## src/design/assert_macros.svh

```systemverilog
`ifndef ASSERT_MACROS_SVH
`define ASSERT_MACROS_SVH

// Implication checked at every clock edge outside reset.
`define AST_IMP(lbl, ante, cons, msg) \
  lbl: assert property (@(posedge clk) disable iff (!rst_n) (ante) |-> (cons)) \
    else $error(msg);

// Next-cycle implication checked outside reset.
`define AST_NXT(lbl, ante, cons, msg) \
  lbl: assert property (@(posedge clk) disable iff (!rst_n) (ante) |=> (cons)) \
    else $error(msg);

`endif

```

## src/design/bspt_pkg.sv

```systemverilog
package bspt_pkg;

  localparam int IDX_W           = 6;
  localparam int CNT_W           = 7;
  localparam int DIST_W          = 16;
  localparam int SUM_W           = DIST_W + 1;
  localparam int DEF_MAX_POINTS  = 64;
  localparam int RESULT_LIMIT    = 64;
  localparam int IN_TDATA_W      = 40;
  localparam int OUT_TDATA_W     = 24;

  localparam logic OP_WRITE   = 1'b0;
  localparam logic OP_COMPUTE = 1'b1;

  // controller -> datapath
  typedef struct packed {
    logic load;      // input beat taken
    logic col_init;  // start a new column
    logic step;      // issue one pair of reads, advance k
    logic emit;      // load output register, advance column
  } bspt_cmd_t;

  // datapath -> controller
  typedef struct packed {
    logic start_ok;   // input is a compute with a non-empty row
    logic col_short;  // column has no intermediate point
    logic k_last;     // current k is the last one of the column
    logic c_last;     // current column is the last of the row
    logic out_free;   // output register can take a result
  } bspt_stat_t;

endpackage

```

## src/design/bspt_ctrl.sv

```systemverilog
module bspt_ctrl
  import bspt_pkg::*;
(
  input  logic       clk,
  input  logic       rst_n,
  input  logic       in_tvalid,
  output logic       in_tready,
  input  bspt_stat_t stat,
  output bspt_cmd_t  cmd
);

  typedef enum logic [2:0] {
    S_IDLE,
    S_COL,
    S_SCAN,
    S_DRAIN,
    S_EMIT
  } state_t;

  state_t state_r, state_nxt;

  assign in_tready = (state_r == S_IDLE);

  always_comb begin
    state_nxt    = state_r;
    cmd          = '0;
    case (state_r)
      S_IDLE: begin
        cmd.load = in_tvalid;
        if (in_tvalid && stat.start_ok) begin
          state_nxt = S_COL;
        end
      end
      S_COL: begin
        cmd.col_init = 1'b1;
        state_nxt    = stat.col_short ? S_EMIT : S_SCAN;
      end
      S_SCAN: begin
        cmd.step = 1'b1;
        if (stat.k_last) begin
          state_nxt = S_DRAIN;
        end
      end
      S_DRAIN: begin
        // last compare lands this cycle
        state_nxt = S_EMIT;
      end
      S_EMIT: begin
        if (stat.out_free) begin
          cmd.emit  = 1'b1;
          state_nxt = stat.c_last ? S_IDLE : S_COL;
        end
      end
      default: begin
        state_nxt = S_IDLE;
      end
    endcase
  end

  always_ff @(posedge clk) begin
    if (!rst_n) begin
      state_r <= S_IDLE;
    end else begin
      state_r <= state_nxt;
    end
  end

endmodule

```

## config.mk

```make
export PLATFORM = sky130hd
export DESIGN_NAME = bspt_ctrl
export DESIGN_NICKNAME = d
export VERILOG_FILES = /design/src/design/assert_macros.svh /design/src/design/bspt_pkg.sv /design/src/design/bspt_ctrl.sv
export SDC_FILE = /design/constraint.sdc
export NUM_CORES = 1
export LEC_CHECK = 0
export BUFFER_PORTS_ARGS = -buffer_cell sky130_fd_sc_hd__buf_4
export CAP_MARGIN = 30
export CORE_AREA = 3 3 40 42
export CTS_CLUSTER_SIZE = 24
export DETAILED_ROUTE_END_ITERATION = 6
export DIE_AREA = 0 0 43 45
export SLEW_MARGIN = 5
export SYNTH_ARGS = -nofsm -noshare
export SYNTH_HDL_FRONTEND = slang
export SYNTH_SLANG_ARGS = --single-unit
export TNS_END_PERCENT = 10
```

## constraint.sdc

```tcl
create_clock -name clk -period 1.1 [get_ports clk]
set_input_delay 0.165 -clock clk [delete_from_list [all_inputs] [get_ports clk]]
set_output_delay 0.165 -clock clk [all_outputs]
set_load 0.01 [all_outputs]
```

Word level (Yosys, flattened, before mapping)
Index checks and enable logic that the tools add are counted.
Widths: inputs -> output; s select.
- add/subtract/negate cells: 0
- divide/modulo/power cells: 0
- bitwise operators: 0
- $mul: 0
- equality and inequality tests: 7
- shift operators: 0
- reduce and logical (&&, ||, !) cells: 3
- order comparisons: 0
- multiplexer cells: 11
- operator list (kind ; number):
    $pmux 3 s5 ; 1
    $mux 3 ; 4
    $eq 3x2->1 const B ; 2
    $mux 1 ; 6
    $ne 2x2->1 const B ; 2
    $eq 3x1->1 const B ; 1
    $eq 3x3->1 const B ; 1
    $logic_not 3->1 ; 1
    $reduce_and 3->1 ; 1
    $ne 2x1->1 const B ; 1
    $logic_and 1x1->1 ; 1
- output and inout port bits: 5
- bits in read-only memories: 0
- word-level logic and storage cells: 22
- latch bits: 0
- bits in writable memories: 0
- memories kept: 0
- register bits after elaboration: 3

Logic depth before layout (Yosys ltp)
Gate-level depths: netlist of run 1.
- depth after elaboration: 3
- mapped depth: 4
- gate-level depth less buffers: 3

Worst setup path after synthesis of run 1
OpenSTA, ideal clock, no wires.
- path type: register to output
- from: register state_r[1]
- to: output cmd[3] (netlist bit)
- data required time: 0.935 ns
- buffers on the path: 1
- cell stages (with the launch flop): 4
- path slack: -0.034 ns
- arrival: 0.969 ns
- cell sequence: dfxtp_1 buf_6 nor3_1 and2_1
- RTL lines (element ; RTL line ; source):
    start, declared ; bspt_ctrl.sv:20 ; state_t state_r, state_nxt;
    start signal, assigned ; bspt_ctrl.sv:64 ; state_r <= state_nxt;
    end, declared ; bspt_ctrl.sv:9 ; output bspt_cmd_t cmd

==> summary.md, run 1 <==
| Metric | Value |
|---|---|
| CP arrival | `1.04 ns` |
| Util after Layout | `0.303` |
| Crit end category | `primary output` |
| Antenna viol nets, final | `0` |
| Worst reg2reg path endpoint | `state_r[0]$_SDFFE_PN0P_` |
| Clk sinks | `3` |
| Slowest cell on the critical path | `dfxtp_4` |
| Yosys warns | `0` |
| Post-Syn Area | `slightly below 200 µm²` |
| Final setup fails | `6` |
| I/O pin count | `13` |
| R2r setup slk | `-0.03 ns` |
| Die X | `between 40 and 50 µm` |
| Max clock buf depth | `2` |
| Combinational Power Share | `0.296` |
| Slew HR | `0.887` |
| Internal cell power | `345 µW` |
| P_sw | `139 µW` |
| H-tree levels | `1` |
| Worst setup path end | `cmd[0]` |
| Full die area | `slightly below 2000 µm²` |
| Final Hold Viols | `0` |
| Gr usage total | `0.0758` |
| Hold depth | `3` |
| Seq/Total Area, Yosys | `0.308` |
| TritonRoute pass-1 iters | `2` |
| CP required | `0.94 ns` |
| Layout Skew | `roughly 0.0056 ns` |
| Nets | `48` |
| Tmin final | `approximately 1.2 ns` |
| Die H | `45 µm` |
| Cell taking the most area after synthesis | `dfxtp_1` |
| Vias in the first global route | `244` |
| # Max-Cap Violations | `0` |
| Worst setup startpoint | `state_r[1]$_SDFFE_PN0P_` |
| Final Max Tran Viols | `0` |
| Max Fclk | `829 MHz` |
| Root buffer cell | `clkbuf_4` |
| Global-route wire length before repair | `1020 µm` |
| IO buf count | `12` |
| Starting density of the core | `0.152` |
| Share of total power in the clock network | `0.428` |
| Synth cell types | `14` |
| Vias/cell | `4.13` |
| Cell Count, Final, Fillers Out | `54` |
| Core ar. | `1280 µm²` |
| #FFs+latches synth | `3` |
| Slew of the pin with the lowest slew margin | `0.169 ns` |
| Hold Slack | `0.173 ns` |
| Sequential power share | `0.276` |
| Power Density | `around 1200 nW/µm²` |
| Worst-skew pair later-pin latency | `0.24 ns` |
| Setup ws final | `-0.106 ns` |
| Placed Cells | `49` |
| Row count | `13` |
| Synth area leaders | `dfxtp_1 31%, nor3b_1 12%, a211oi_2 6.4%, nand2b_1 6.4%, buf_6 5.8%` |
| R2r startpoint | `state_r[0]$_SDFFE_PN0P_` |
| Status | `finished with violations` |
| Final Cycle Share | `1.10` |
| CP Max Fanout | `8` |
| Final WL | `598 µm` |
| DRC errors left | `0` |
| CTS tree | `built` |
| Mean Syn Cell Area | `9.29 µm²` |
| Max reg flops | `3` |
| Area share of the largest cell type after synthesis | `0.308` |
| GPL Wtd Cong | `0.678` |
| Critical path's largest stage delay | `0.37 ns` |
| RSZ-0062 raised after global routing | `yes` |
| Failing checks | `setup timing` |
| Antenna diodes | `0` |
| CTS buffer count | `3` |
| Cell count after synthesis | `21` |
| Reg2Reg Depth | `4` |
| Overflow after GRT | `0` |
| Initial antenna violation count | `0` |
| Pleak | `0.170 nW` |
| Worst-path clk slew | `0.04 ns` |
| CP cell instances | `buf_6 -> nor3b_2 -> buf_4` |
| Hold Buf Count CTS | `0` |
| Top Registers | `state_r: 3 flops` |
| Largest net degree at the start of global routing | `9` |
| Worst Hold Class | `input port to register` |
| Max IR drop VDD | `0.348 mV` |
| CP Launch Type | `register` |
| Setup Crit Path Kind | `register to primary output` |
| Drt wl/cell | `~11 µm` |
| Mapped Nets | `29` |
| Initial DRC count | `1` |
| Biggest register | `state_r` |
| Layout cell share with drive strength beyond 1 | `0.744` |
| Sw Ratio | `0.288` |
| Via count | `about 220` |
| Area grow syn2layout | `99.4%` |
## area by class of cell
cell class	instances	area, µm²
multi-input combinational	17	156
timing repair buffer	15	116
clock buffer	4	26.3
fill	143	896
sequential	3	71.3
tap	15	18.8
## cell families (layout without fill, tap and decap cells)
group / after synthesis / in the layout / share of synthesized area
AOI/OAI and AO/OA: 4 / 4 / 0.192
buffers and inverters: 1 / 19 / 0.0577
DFF: 3 / 3 / 0.308
muxes: 1 / 1 / 0.0513
and+or+nand+nor: 12 / 12 / 0.391
## power groups by stage
stage               Sequential (mW)  Combinational, mW  Clock [mW]
detailed placement            0.134              0.120           0
CTS                           0.134              0.143       0.216
global placement              0.134              0.120           0
finish                        0.133              0.143       0.207
global route                  0.136              0.156       0.224
floorplan                     0.129             0.0654           0
## Yosys cell counts, drive strengths merged
master  n
buf     1
a211oi  1
mux2i   1
nor2    3
a211o   1
dfxtp   3
nor3    1
o21ai   1
and3b   1
nand2b  2
nor3b   3
or3b    1
and2    1
o32a    1
## repair_timing
item	4_1_cts	5_1_grt
endpoints found under the hold margin	0	0
setup endpoints to repair	5	7
setup buffers	1	0
resized for setup	12	0
gates cloned	0	0
pin swaps	4	0
## metrics by stage
stage	cell area, µm²	setup TNS, ns	worst slack (ns)	total power, mW
detailed placement	313	0	0.0169	0.254
finish	389	-0.354	-0.106	0.484
floorplan	200	0	0.0418	0.194
CTS	389	-0.383	-0.108	0.493
global route	389	-0.661	-0.150	0.516
global placement	313	0	0.0105	0.254
## critical path, delay by kind of cell, from the launching register on
kind	cells	cell delay (ns)
buffers and inverters	2	0.26
DFF	1	0.37
and+or+nand+nor	1	0.16
## layer usage
metal  track usage  routed length (µm)
met3        0.0159                  57
met4        0.0904                  18
met2         0.105                 272
met1        0.0892                 250
met5             0                   0
## cell usage in the layout (no fill, tap or decap)
cell	synthesis	layout
o32a_1	1	1
nor2_1	3	3
nand2b_1	2	1
nor3b_2	0	2
and2_1	1	1
or3b_1	1	1
mux2i_1	1	1
nand2b_4	0	1
buf_4	0	14
and3b_2	1	1
a211oi_2	1	1
o21ai_2	0	1
clkbuf_4	0	3
dfxtp_4	0	3
buf_6	1	1
clkbuf_1	0	1
nor3_4	0	1
nor3b_1	3	1
a211o_2	1	1
## worst min-delay path by stage
| stage | from | slack, ns | end |
|---|---|---|---|
| 5_1_grt | rst_n | 0.18 | state_r[2]$_SDFFE_PN0P_ |
| 6_report | rst_n | 0.17 | state_r[2]$_SDFFE_PN0P_ |
| 3_3_place_gp | rst_n | 0.45 | state_r[1]$_SDFFE_PN0P_ |
| 3_5_place_dp | rst_n | 0.46 | state_r[1]$_SDFFE_PN0P_ |
| 2_1_floorplan | rst_n | 0.33 | state_r[1]$_SDFFE_PN0P_ |
| 4_1_cts | rst_n | 0.17 | state_r[2]$_SDFFE_PN0P_ |
No activity file was read; power rests on OpenSTA's default activity.
==> inputs of run 2 (changes only) <==
--- a/config.mk
+++ b/config.mk
@@ -15,4 +15,4 @@
 export SYNTH_ARGS = -nofsm -noshare
 export SYNTH_HDL_FRONTEND = slang
 export SYNTH_SLANG_ARGS = --single-unit
-export TNS_END_PERCENT = 10
+export TNS_END_PERCENT = 100
==> constraint.sdc (replaced) <==
create_clock -name clk -period 1.1 [get_ports clk]
set_input_delay 0.165 -clock clk [delete_from_list [all_inputs] [get_ports clk]]
set_output_delay 0.165 -clock clk [all_outputs]
set_load 0.05 [all_outputs]
==> run 2 against run 1 <==
Net effect: highest routed layer is now met3; final area rose by 14%; core utilization rose by 4.1 points; global-route usage fell by 0.58 points; clock skew fell by 0.0029 ns; the flow still finishes with violations (setup timing).
==> summary.md, run 2 (synthesis gave the netlist of run 1 again) <==
| Metric | Value |
|---|---|
| Clk sinks | `3` |
| Antenna viol nets, final | `0` |
| Failing checks | `setup timing` |
| Max IR drop VDD | `between 0.4 and 0.5 mV` |
| Power Density | `between 1000 and 1500 nW/µm²` |
| CTS tree | `built` |
| H-tree levels | `1` |
| Sequential power share | `0.236` |
| Combinational Power Share | `0.412` |
| Worst-path clk slew | `0.04 ns` |
| P_sw | `192 µW` |
| Antenna diodes | `0` |
| # Max-Cap Violations | `0` |
| Total area of sequential cells | `about 71 µm²` |
| Sw Ratio | `0.344` |
| CP Launch Type | `register` |
| TritonRoute pass-1 iters | `4` |
| Final WL | `569 µm` |
| Placed Cells | `50` |
| Number of fillers in the final layout | `144` |
| Final Hold Viols | `0` |
| Full die area | `1940 µm²` |
| Setup TNS | `-0.522 ns` |
| Final Cycle Share | `1.14` |
| Max Fclk | `797 MHz` |
| Top Registers | `state_r: 3 flops` |
| I/O pin count | `13` |
| Pre-CTS WS | `-0.0150 ns` |
| Overflow after GRT | `0` |
| Initial DRC count | `1` |
| Via count | `between 200 and 250` |
| Cell Count, Final, Fillers Out | `57` |
| Vias/cell | `4.18` |
| Biggest register | `state_r` |
| Root buffer cell | `clkbuf_4` |
| Layout Skew | `0.00275 ns` |
| Nets | `51` |
| Pleak | `slightly below 0.2 nW` |
| Final Max Tran Viols | `0` |
| Tot Pwr | `558 µW` |
| CTS buffer count | `3` |
| Worst Hold Class | `input port to register` |
| Worst-skew pair later-pin latency | `0.23 ns` |
| DRC errors left | `0` |
| GPL Wtd Cong | `around 0.76` |
| Die H | `45 µm` |
| Share of total power in the clock network | `0.352` |
| Final setup fails | `6` |
| Core ar. | `1280 µm²` |
| Area grow syn2layout | `126%` |
| Slew of the pin with the lowest slew margin | `0.168 ns` |
| CP Max Fanout | `5` |
| Drt wl/cell | `around 10 µm` |
| RSZ-0062 raised after global routing | `yes` |
| Max clock buf depth | `2` |
| Most common cell after layout, fill and taps aside | `buf_4` |
| Slew HR | `0.888` |
| Max reg flops | `3` |
| Vias in the first global route | `252` |
| CP required | `0.94 ns` |
| Global-route wire length before repair | `993 µm` |
| Setup ws final | `-0.155 ns` |
| Most frequent cells in the layout | `13 x buf_4, 4 x buf_6, 3 x clkbuf_4, 3 x dfxtp_4, 2 x nor2_1` |
| Die X | `43 µm` |
| Setup Crit Path Kind | `register to primary output` |
| DPL Wire Length | `400 µm` |
| Row count | `13` |
| Status | `finished with violations` |
| Layout cell share with drive strength beyond 1 | `0.810` |
| IO buf count | `12` |
| Largest net degree at the start of global routing | `7` |
| Starting density of the core | `0.152` |
| Crit end category | `primary output` |
| Multi-input logic area | `168 µm²` |
| CP arrival | `between 1 and 1.5 ns` |
| Gr usage total | `0.0699` |
| Tmin final | `1.26 ns` |
| Util after Layout | `0.344` |
| Internal cell power | `366 µW` |
| Initial antenna violation count | `0` |
==> run 2: cell count changes in the layout (fill, tap and decap cells not counted), sizes merged <==
cell	before	now
buf	15	18
==> run 2: power by group through the flow <==
| stage | Combinational (mW) | Clock [mW] | Sequential [mW] |
|---|---|---|---|
| after floorplan | 0.138 | 0 | 0.133 |
| after global placement | 0.196 | 0 | 0.136 |
| after detailed placement | 0.194 | 0 | 0.137 |
| after CTS | 0.230 | 0.209 | 0.132 |
| after global routing | 0.243 | 0.226 | 0.135 |
| final | 0.230 | 0.196 | 0.132 |
==> run 2: metrics by stage <==
stage	area, µm²	hold WS, ns
2_1_floorplan	230	0.332
3_3_place_gp	350	0.455
3_5_place_dp	350	0.447
4_1_cts	442	0.177
5_1_grt	442	0.181
6_report	442	0.186
==> run 2: path summary, 6_finish.rpt <==
| kind | start | to | slack [ns] | cells past startpoint |
|---|---|---|---|---|
| worst min register to register | state_r[1]$_SDFFE_PN0P_ | state_r[0]$_SDFFE_PN0P_ | 0.60 | 2 |
| worst min-delay path | rst_n | state_r[0]$_SDFFE_PN0P_ | 0.19 | 3 |
| worst max register to register | state_r[1]$_SDFFE_PN0P_ | state_r[2]$_SDFFE_PN0P_ | -0.01 | 4 |
| worst max-delay path | state_r[0]$_SDFFE_PN0P_ | cmd[0] | -0.16 | 3 |
==> run 2: repair_timing <==
| action | 4_1_cts | 5_1_grt |
|---|---|---|
| hold buffers | 0 | 0 |
| setup endpoints to repair | 5 | 7 |
| setup buffers | 3 | 0 |
| gates resized for setup | 12 | 0 |
| pin swaps | 6 | 0 |
==> run 2: area by class of cell <==
| cell class | count | area share |
|---|---|---|
| clock buffer | 4 | 0.0595 |
| multi-input combinational | 17 | 0.380 |
| tap | 15 | 0.0425 |
| sequential | 3 | 0.161 |
| timing repair buffer | 18 | 0.357 |
==> run 2: critical path: stages (launching register included) <==
cell	delay, ns
dfxtp_4	0.36
nand2b_4	0.15
nor3b_4	0.17
buf_6	0.18
==> run 2: metal layers <==
metal,global-route usage,up-vias,share of wire
met5,0,-,0
met4,0.0361,0,0
met3,0.0239,0,0.11
met2,0.0988,14,0.41
met1,0.0940,105,0.47
li1,-,119,-
